<file path="src/sv/lsd_pkg.sv">
// Shared types and constants for the LZSS stream decompressor.
`timescale 1ns / 1ps

package lsd_pkg;

    localparam int BYTE_BITS      = 8;
    localparam int LEN_BITS       = 5;
    localparam int LIT_TOKEN_BITS = 1 + BYTE_BITS;

    // Byte hand-off from the token decoder to the output stage.
    typedef struct packed {
        logic                 push;
        logic                 flush;
        logic [BYTE_BITS-1:0] data;
    } t_emit_req;

endpackage

</file>
<file path="src/sv/lsd_out_stage.sv">
// Output stage: one held byte plus the output register, marks the last byte of an item.
`timescale 1ns / 1ps

module lsd_out_stage (
    input  logic                          i_clk,
    input  logic                          i_rst_n,
    input  lsd_pkg::t_emit_req            i_req,
    output logic                          o_room,
    output logic                          o_m_axis_tvalid,
    input  logic                          i_m_axis_tready,
    output logic [lsd_pkg::BYTE_BITS-1:0] o_m_axis_tdata,  // out_byte
    output logic                          o_m_axis_tlast   // out_last
);
    import lsd_pkg::*;

    logic                 r_h_valid;
    logic [BYTE_BITS-1:0] r_h_data;
    logic                 r_o_valid;
    logic [BYTE_BITS-1:0] r_o_data;
    logic                 r_o_last;
    logic                 out_free;

    assign out_free = !r_o_valid || i_m_axis_tready;
    assign o_room   = !r_h_valid || out_free;

    always_ff @(posedge i_clk) begin
        if (!i_rst_n) begin
            r_h_valid <= 1'b0;
            r_o_valid <= 1'b0;
            r_h_data  <= '0;
            r_o_data  <= '0;
            r_o_last  <= 1'b0;
        end else begin
            if (r_o_valid && i_m_axis_tready) begin
                r_o_valid <= 1'b0;
            end
            if (i_req.push) begin
                // a newer byte exists, so the held one is not the last
                if (r_h_valid) begin
                    r_o_valid <= 1'b1;
                    r_o_data  <= r_h_data;
                    r_o_last  <= 1'b0;
                end
                r_h_valid <= 1'b1;
                r_h_data  <= i_req.data;
            end else if (i_req.flush && r_h_valid) begin
                r_o_valid <= 1'b1;
                r_o_data  <= r_h_data;
                r_o_last  <= 1'b1;
                r_h_valid <= 1'b0;
            end
        end
    end

    assign o_m_axis_tvalid = r_o_valid;
    assign o_m_axis_tdata  = r_o_data;
    assign o_m_axis_tlast  = r_o_last;

endmodule

</file>
<file path="config.mk">
export PLATFORM = sky130hd
export DESIGN_NAME = lsd_out_stage
export DESIGN_NICKNAME = d
export VERILOG_FILES = /design/src/sv/lsd_pkg.sv /design/src/sv/lsd_out_stage.sv
export SDC_FILE = /design/constraint.sdc
export NUM_CORES = 1
export LEC_CHECK = 0
export ABC_CLOCK_PERIOD_IN_PS = 1050
export BUFFER_PORTS_ARGS = -buffer_cell sky130_fd_sc_hd__buf_2
export CAP_MARGIN = 20
export CORE_ASPECT_RATIO = 1.2
export CORE_MARGIN = 5
export CORE_UTILIZATION = 39
export CTS_CLUSTER_SIZE = 25
export DETAILED_ROUTE_END_ITERATION = 8
export SYNTH_ARGS = -nofsm -noshare
export SYNTH_HDL_FRONTEND = slang
export SYNTH_SLANG_ARGS = --single-unit
</file>
<file path="constraint.sdc">
create_clock -name i_clk -period 1.05 [get_ports i_clk]
set_input_delay 0.0525 -clock i_clk [delete_from_list [all_inputs] [get_ports i_clk]]
set_output_delay 0.0525 -clock i_clk [all_outputs]
set_load 0.005 [all_outputs]
</file>
==> impl_metrics.yaml <==
routing:
  wl_met1_um: 627
  wl_met3_um: 68
  drt-initial-drc-count: 2
  post_drt_wl_per_cell_um: 11.5
  top_layer_used: "met4"
  finalWirelength_mm: 1.45
  num_vias: 580
  drc: 0
  viasPerCell: 4.60
  ant_nets: 0
  wl_met2_um: 744
  firstDrtPassIters: 4
synthesis:
  syn_area_per_cell_um2: 9.99
  ys_seq_elements: 19
  syn-num-nets: 85
  ys_types: 11
  synth-warning-count: 0
  synth-seq-area-share_pct: 52.9
  synth_fa_ha_area_share_pct: 0
  synthCells: 72
  synth_xor_area_share_pct: 0
  synth_simple_gate_area_share_pct: 14.8
  synth_compound_area_share_pct: 4.87
  syn_area_um2: 719
  synthDominantCellAreaShare_pct: 52.9
  synth_top_family_by_area: "multiplexers"
  synth_area_leaders: "dfxtp_1 53%, mux2i_1 22%, nand2_1 8.9%"
  synth_mux_area_share_pct: 22.3
  synth_top_area_cell: "dfxtp_1"
finish:
  final_cell_mix: "23 x buf_2, 17 x dfxtp_1, 16 x mux2i_1, 16 x nand2_1"
  fin_cells: 126
  area_growth_pct: 35.3
  drive_above_1_share_pct: 32.7
  seq_area_um2: 383
  antenna_cells: 0
  final_nets: 121
  final_util_pct: 53.8
  num-fill-cells: 182
  mostFrequentLayoutCell: "buf_2"
  multi_input_area_um2: 312
setup_path:
  worstPathArrival_ns: 0.95
  cp_data_required_time_ns: 1.00
  crit_fanout: 2
  startpoint_type: "register"
  critPathBufInv: 1
  crit_slowest_cell: "dfxtp_2"
  critPathKind: "register to output port"
  cpLargestDelayFamily: "flip-flops"
  crit_chain: "nor2b_4 -> nand2_2 -> buf_2"
  cp_slowest_stage_delay_ns: 0.34
  end_kind: "output port"
grt:
  grt_remaining_overflow: 0
  grt_max_degree: 12
  grt_pass1_wl_mm: 2.50
  grt_antenna_before_repair: 0
  grt_pass1_vias: 569
  track_usage_pct: 11.5
run_status:
  outcome: "completed"
floorplan:
  die-area_um2: 2810
  coreArea_um2: 1810
  fp-row-count: 17
  die_h_um: 57.1
  start_util_pct: 39.8
  fp.dieW_um: 49.2
  ios: 24
power_and_ir_drop:
  p_leak_nw: 0.452
  power_density_nw_per_um2: 1340
  ir_drop_mv: 0.937
sta:
  tightest_slew_ns: 0.141
  final_hold_viol_count: 0
  final_max_slew_viol_count: 0
  setup_viol: 0
  finalCriticalPeriod_ns: 1.00
  timing.max_slew.rel_slack_pct: 90.3
  fin_crit_sh_pct: 95.4
  finClkSkew_ns: 0.00642
  max_freq_mhz: 999
  setup_slack_ns: 0.0485
  rsz0062_at_grt: "yes"
  fin_tns_setup_ns: 0
clocking:
  path_clk_slew_ns: 0.11
  cts_tree: "yes"
  cts_max_path_buffers: 2
  numClockSinks: 19
  cts_root_buffer: "clkbuf_4"
  postCtsSetupBuffers: 0
  htree_levels: 1
  cts_made_buffers: 3
  clk_latency_ns: 0.29
placement:
  placed_cells: 114
  place_hpwl_mm: 1.02
  gp_congestion: 0.681
  pre_cts_slack_ns: 0.0849
  io_buffers: 23
flow_run:
  cap_viol_max_count: 0
worst_hold_path:
  hp-class: "input pin to register"
timing repair:
item                                   CTS  global route
gates resized for setup                  1             4
endpoints found under the hold margin    8             0
setup endpoints to repair                1             7
hold buffers                             8             0
pin swaps                                0             0
final cells by class:
cell class                      count  area share (%)
Sequential cell                    19            39.3
Inverter                            1           0.386
Tap cell                           19            2.44
Timing Repair Buffer               35            23.1
Clock buffer                        4            2.70
Multi-Input combinational cell     48            32.0
logic make-up after synthesis:
kind of cell           after synthesis
AND/OR/NAND/NOR                     27
flip-flops                          19
AO/OA/AOI/OAI                        5
multiplexers                        16
buffers and inverters                5
metrics by stage:
step                area [µm²]  power (mW)  hold slack (ns)
finish                     973        1.30           0.0446
global route               973        1.38           0.0471
CTS                        963        1.31           0.0526
detailed placement         855       0.928            0.294
global placement           855       0.924            0.287
floorplan                  719       0.875            0.200
registers in the layout, indices dropped and copies added (netlist names):
| signal | flops |
|---|---|
| r_h_valid | 1 |
| o_m_axis_tlast | 1 |
| o_m_axis_tdata | 8 |
| o_m_axis_tvalid | 1 |
| r_h_data | 8 |
synthesized netlist by cell type, drive strengths merged:
| master | count |
|---|---|
| buf | 4 |
| dfxtp | 19 |
| inv | 1 |
| nor2b | 2 |
| o21a | 3 |
| mux2i | 16 |
| nand2 | 17 |
| nor2 | 8 |
| a21oi | 1 |
| a211oi | 1 |
report_power, final:
group,total [mW],internal (mW),leakage (nW),switching [mW]
sequential,0.772,0.754,0.156,0.0177
clock,0.365,0.148,0.0150,0.218
combinational,0.165,0.0936,0.281,0.0711
total,1.30,0.995,0.452,0.306
per-layer routing:
layer  track usage, %  vias up
li1                 -      309
met1             13.5      258
met2             18.8       11
met3             3.39        2
met4             5.77        0
met5                0        -
final timing paths:
kind | startpoint | endpoint | slack [ns] | depth (start not counted)
min | i_rst_n | r_h_valid | 0.04 | 2
min reg2reg | r_h_data[0] | o_m_axis_tdata[0] | 0.46 | 2
max reg2reg | r_h_valid | o_m_axis_tdata[4] | 0.09 | 3
max | o_m_axis_tvalid | o_room | 0.05 | 3
No activity file was read; power rests on OpenSTA's default activity.
