`src/sv/lsd_pkg.sv`:
```
// Shared types and constants for the LZSS stream decompressor.
`timescale 1ns / 1ps

package lsd_pkg;

    localparam int BYTE_BITS      = 8;
    localparam int LEN_BITS       = 5;
    localparam int LIT_TOKEN_BITS = 1 + BYTE_BITS;

    // Byte hand-off from the token decoder to the output stage.
    typedef struct packed {
        logic                 push;
        logic                 flush;
        logic [BYTE_BITS-1:0] data;
    } t_emit_req;

endpackage

```
`src/sv/lsd_decode.sv`:
```
// Token decoder and match copy sequencer around the history ring.
`timescale 1ns / 1ps

module lsd_decode #(
    parameter int MIN_MATCH   = 3,
    parameter int OFFSET_BITS = 12
) (
    input  logic                          i_clk,
    input  logic                          i_rst_n,
    input  logic                          i_valid,
    output logic                          o_ready,
    input  logic [lsd_pkg::BYTE_BITS-1:0] i_byte,
    input  logic                          i_eos,
    output lsd_pkg::t_emit_req            o_req,
    input  logic                          i_room,
    output logic                          o_wr_en,
    output logic [OFFSET_BITS-1:0]        o_wr_addr,
    output logic [lsd_pkg::BYTE_BITS-1:0] o_wr_data,
    output logic [OFFSET_BITS-1:0]        o_rd_addr,
    input  logic [lsd_pkg::BYTE_BITS-1:0] i_rd_data
);
    import lsd_pkg::*;

    localparam int MT     = 1 + OFFSET_BITS + LEN_BITS;
    localparam int PW     = MT - 1 + BYTE_BITS;
    localparam int CW     = $clog2(PW + 1);
    localparam int MAXLEN = (1 << LEN_BITS) - 1 + MIN_MATCH;
    localparam int LW     = $clog2(MAXLEN + 1);
    localparam int PCW    = OFFSET_BITS + 1;
    localparam int RING   = 1 << OFFSET_BITS;

    typedef enum logic [1:0] {
        S_IDLE,
        S_DECODE,
        S_COPY
    } t_state;

    t_state                 r_state, n_state;
    logic [PW-1:0]          r_bits, n_bits;
    logic [CW-1:0]          r_pcnt, n_pcnt;
    logic                   r_eos, n_eos;
    logic [OFFSET_BITS-1:0] r_wp, n_wp;
    logic [PCW-1:0]         r_prod, n_prod;
    logic [OFFSET_BITS-1:0] r_src, n_src;
    logic [LW-1:0]          r_len, n_len;
    logic                   r_pend, n_pend;

    logic [PW-1:0]          aligned;
    logic                   flag;
    logic [BYTE_BITS-1:0]   lit;
    logic [OFFSET_BITS-1:0] off;
    logic [LEN_BITS-1:0]    lcode;
    logic                   has_lit;
    logic                   has_match;
    logic                   match_ok;
    logic [PCW-1:0]         prod_inc;

    // top-align the undecoded bits so every token field sits at a fixed place
    assign aligned   = r_bits << (CW'(PW) - r_pcnt);
    assign flag      = aligned[PW-1];
    assign lit       = aligned[PW-2 -: BYTE_BITS];
    assign off       = aligned[PW-2 -: OFFSET_BITS];
    assign lcode     = aligned[PW-2-OFFSET_BITS -: LEN_BITS];
    assign has_lit   = r_pcnt >= CW'(LIT_TOKEN_BITS);
    assign has_match = r_pcnt >= CW'(MT);
    assign match_ok  = (off != '0) && ({1'b0, off} <= r_prod);
    assign prod_inc  = (r_prod == PCW'(RING)) ? r_prod : r_prod + PCW'(1);

    always_comb begin
        n_state   = r_state;
        n_bits    = r_bits;
        n_pcnt    = r_pcnt;
        n_eos     = r_eos;
        n_wp      = r_wp;
        n_prod    = r_prod;
        n_src     = r_src;
        n_len     = r_len;
        n_pend    = r_pend;
        o_req     = '0;
        o_wr_en   = 1'b0;
        o_wr_addr = r_wp;
        o_wr_data = lit;
        o_rd_addr = r_src;
        o_ready   = (r_state == S_IDLE);
        case (r_state)
            S_IDLE: begin
                if (i_valid) begin
                    n_bits  = {r_bits[PW-BYTE_BITS-1:0], i_byte};
                    n_pcnt  = r_pcnt + CW'(BYTE_BITS);
                    n_eos   = i_eos;
                    n_state = S_DECODE;
                end
            end
            S_DECODE: begin
                if (!flag && has_lit) begin
                    if (i_room) begin
                        o_req.push = 1'b1;
                        o_req.data = lit;
                        o_wr_en    = 1'b1;
                        n_wp       = r_wp + OFFSET_BITS'(1);
                        n_prod     = prod_inc;
                        n_pcnt     = r_pcnt - CW'(LIT_TOKEN_BITS);
                    end
                end else if (flag && has_match) begin
                    n_pcnt = r_pcnt - CW'(MT);
                    // drop a match with a zero offset or one that points before the start of history
                    if (match_ok) begin
                        n_src   = r_wp - off;
                        n_len   = LW'(lcode) + LW'(MIN_MATCH);
                        n_pend  = 1'b0;
                        n_state = S_COPY;
                    end
                end else if (i_room) begin
                    o_req.flush = 1'b1;
                    n_state     = S_IDLE;
                    if (r_eos) begin
                        n_pcnt = '0;
                        n_prod = '0;
                    end
                end
            end
            S_COPY: begin
                o_wr_data = i_rd_data;
                if (!r_pend) begin
                    n_pend = 1'b1;
                end else if (i_room) begin
                    o_req.push = 1'b1;
                    o_req.data = i_rd_data;
                    o_wr_en    = 1'b1;
                    n_wp       = r_wp + OFFSET_BITS'(1);
                    n_prod     = prod_inc;
                    n_len      = r_len - LW'(1);
                    if (r_len == LW'(1)) begin
                        n_pend  = 1'b0;
                        n_state = S_DECODE;
                    end else begin
                        n_src     = r_src + OFFSET_BITS'(1);
                        o_rd_addr = r_src + OFFSET_BITS'(1);
                    end
                end
            end
            default: begin
                n_state = S_IDLE;
            end
        endcase
    end

    always_ff @(posedge i_clk) begin
        if (!i_rst_n) begin
            r_state <= S_IDLE;
            r_bits  <= '0;
            r_pcnt  <= '0;
            r_eos   <= 1'b0;
            r_wp    <= '0;
            r_prod  <= '0;
            r_pend  <= 1'b0;
        end else begin
            r_state <= n_state;
            r_bits  <= n_bits;
            r_pcnt  <= n_pcnt;
            r_eos   <= n_eos;
            r_wp    <= n_wp;
            r_prod  <= n_prod;
            r_pend  <= n_pend;
        end
        r_src <= n_src;
        r_len <= n_len;
    end

    a_no_write_idle: assert property (@(posedge i_clk) disable iff (!i_rst_n)
        (r_state == S_IDLE) |-> !o_wr_en)
        else $error("ring written while idle");

    a_pcnt_bound: assert property (@(posedge i_clk) disable iff (!i_rst_n)
        (r_pcnt <= CW'(PW)))
        else $error("pending bit count overflow");

    a_copy_len: assert property (@(posedge i_clk) disable iff (!i_rst_n)
        (r_state == S_COPY) |-> (r_len != '0))
        else $error("copy with zero length");

    a_accept_decode: assert property (@(posedge i_clk) disable iff (!i_rst_n)
        (i_valid && o_ready) |=> (r_state == S_DECODE))
        else $error("accepted item not decoded");

    a_prod_sat: assert property (@(posedge i_clk) disable iff (!i_rst_n)
        (r_prod <= PCW'(RING)))
        else $error("produced count above ring size");

endmodule

```
`config.mk`:
```
export PLATFORM = sky130hd
export DESIGN_NAME = lsd_decode
export DESIGN_NICKNAME = d
export VERILOG_FILES = /design/src/sv/lsd_pkg.sv /design/src/sv/lsd_decode.sv
export SDC_FILE = /design/constraint.sdc
export NUM_CORES = 1
export LEC_CHECK = 0
export BUFFER_PORTS_ARGS = -buffer_cell sky130_fd_sc_hd__buf_2
export CORE_MARGIN = 2
export CORE_UTILIZATION = 60
export CTS_CLUSTER_DIAMETER = 50
export DETAILED_ROUTE_END_ITERATION = 10
export PLACE_DENSITY_LB_ADDON = 0.12
export SYNTH_ARGS = -nofsm -noshare
export SYNTH_HDL_FRONTEND = slang
export SYNTH_SLANG_ARGS = --single-unit
export TNS_END_PERCENT = 10
```
`constraint.sdc`:
```
create_clock -name i_clk -period 14.5 [get_ports i_clk]
set_input_delay 2.9 -clock i_clk [delete_from_list [all_inputs] [get_ports i_clk]]
set_output_delay 2.9 -clock i_clk [all_outputs]
set_load 0.02 [all_outputs]
```
==> run metrics <==
status complete, no violations; Leakage 2.69 nW; htree depth 3; gp weighted congestion 0.893; Syn Inst Count 789; Post-Syn Area per Cell 8.32 um2; Internal 0.000461 W; Die ar. 0.0118 mm2; Sink Count 77; Iter 0 DRT Violations 518; clk buf depth 2; Least-Margin Pin Slew 0.991 ns; syn_nets 852; setup bufs post-CTS 0; Post-synth top flop dfxtp_1; share of the synthesized area in the top cell type 18.0%; total of warnings raised by yosys 0; Routed WL 16700 um; Critical Path RT 11.60 ns; core area 0.0107 mm2; clock skew 0.00840 ns; top post-synthesis cells by area dfxtp_1 18%, edfxtp_1 8.2%, mux4_2 8.2%; Tmin final 7.75 ns; via/cell ratio 6.21; post_cts resized 0; gr ovfl total 0; crit path capture o_rd_addr[8]; Flop pwr share 32.7%; RSZ-0062 raised after global routing false; Crit Path Category in2out; Clock Latency Late Sink 0.38 ns; Layout Nets 895; Rel. slew slack 33.4%; WP data arrival 4.85 ns; Boundary Pins 65; synthesis-stage register bit count 77; fmax 129 MHz; most frequent cells in the layout 129 x nand2_1, 64 x buf_2, 59 x dfxtp_1; post-synthesis sequential area ratio 26.2%; Clock power frac 20.7%; P_sw 0.000327 W; dpl hpwl 12400 um; GRT Util Overall 29.5%; final worst path period share 53.4%; type of element launching the critical path primary input; setup TNS 0 ns; layout cell share with drive strength beyond 1 17.4%; routed vias 6065; commonest non-fill, non-tap cell in the layout nand2_1; CTS Buf Count 9; area leader, netlist dfxtp_1; Hold-fix buffers, CTS 0; mux contribution to synthesized area 13.7%; FFs w/ async S/R, synth 0%; class of the worst hold path reg2reg; reg-to-reg critical path startpoint r_pcnt[0]; synth-to-layout area growth 8.62%; DRC 0; pins over their slew limit 0; DRT Pass-1 Iters 5; CTS root buf clkbuf_8; IO buf count 64; Post-synth EDFFs 18; Logic pwr share 46.5%; drt wl/cell 17.1 um; power density cells 111 mW/mm2; Clk pin slew, worst setup/hold paths 0.08 ns; Detail Route Antenna Nets 0; Final Power 0.000789 W; initial antenna violation count 0; largest net degree at the start of global routing 50; Initial Util 61.1%; FP Rows 38; switching share of total power 41.5%; FF-to-FF path depth 13; post-synth cell types 72; Setup Viol. Count Final 0; first-pass GRT wire length 27100 um; crit-path max FO 12; XOR/XNOR share of the synthesized area 7.47%; compound-cell area share of the yosys netlist 17.0%; max-cap violation count 0; Die Y-Extent 109 um; FF-to-FF setup slack 8.71 ns; n_diodes 0; Max VDD drop 0.0715 mV; Final Hold Violating Endpoints 0; Mapped Area 0.00656 mm2; largest family of logic cells by synthesized area simple AND/OR/NAND/NOR gates; die width 109 um; Adder-Cell Fraction of Synth Area 8.12%; CTS tree done; CP Launch Point i_room; RR Endpoint r_len[1]; simple logic cell fraction of the synthesized area 21.9%; vias in the first global route 5640; Crit. End Element output port
## cell usage after synthesis (all sizes together) (3+ instances only)
cell type,number
nand2,129
dfxtp,59
nor2,57
a21oi,52
inv,45
xnor2,42
ha,41
o21ai,32
mux4,24
clkbuf,21
mux2i,21
buf,20
nor3,20
edfxtp,18
nand3,17
nand4,15
xor2,14
mux2,13
and2,11
nor2b,11
nor4,11
o31ai,11
a31oi,10
and3,10
a22oi,8
nand2b,7
o21a,7
o22ai,7
a211o,6
or3,6
a21boi,5
a211oi,4
o211ai,4
nand3b,3
## power groups by stage
stage / combinational, W / sequential [W] / clock (W)
finish: 0.000367 / 0.000258 / 0.000164
global route: 0.000407 / 0.000260 / 0.000175
CTS: 0.000363 / 0.000258 / 0.000168
detailed placement: 0.000361 / 0.000263 / 0
global placement: 0.000350 / 0.000262 / 0
floorplan: 0.000289 / 0.000254 / 0
## flip-flops by register name, indices dropped and copies added (netlist names)
signal	count
o_wr_addr	12
r_bits	25
r_eos	1
r_len	6
r_pcnt	5
r_pend	1
r_prod	13
r_src	12
r_state	2
## layer usage
metal	global-route usage, %	vias up	wire length, um
met5	0	-	0
met4	12.8	0	553
met1	36.7	2869	6990
met2	49.9	217	8160
met3	5.24	50	1030
li1	-	2929	-
## critical path: stages
cell and delay (ns):
buf_2 0.21, nand2_1 0.16, a21oi_1 0.56, and3_1 0.37, and2_1 0.23, nand2_1 0.10
xnor2_1 0.14, buf_2 0.18
## area by class of cell
type	instances	area, um2
multi-input cells	625	4480
fillers	926	3620
flip-flops and latches	77	1720
clock inverters	4	28.8
inverters	46	173
clock buffers	12	165
well taps	140	175
repair buffers	73	388
## per-stage QoR
step,cell area (um2),hold slack [ns],cells,util [%],setup slack [ns]
global route,7130,0.498,977,66.3,6.59
finish,7130,0.465,977,66.3,6.75
CTS,7130,0.469,977,66.3,6.78
floorplan,6560,0.433,789,-,7.26
global placement,6940,0.448,961,64.5,6.86
detailed placement,6940,0.458,961,64.5,6.78
## cell families after synthesis
family / Yosys count
fa+ha+maj: 42
compound gates: 167
mux: 58
buf+inv: 87
simple gates: 302
flops: 77
xor+xnor: 56
## how the worst min path moves through the flow
stage	from	endpoint	slack, ns	cells after the start
after floorplan	r_bits[23]	r_bits[23]	0.43	2
after detailed placement	r_bits[24]	r_bits[24]	0.46	2
after CTS	r_bits[24]	r_bits[24]	0.47	2
after global placement	r_bits[24]	r_bits[24]	0.45	2
after global routing	r_bits[24]	r_bits[24]	0.50	2
final	r_bits[24]	r_bits[24]	0.47	2
No activity file was read; power rests on OpenSTA's default activity.
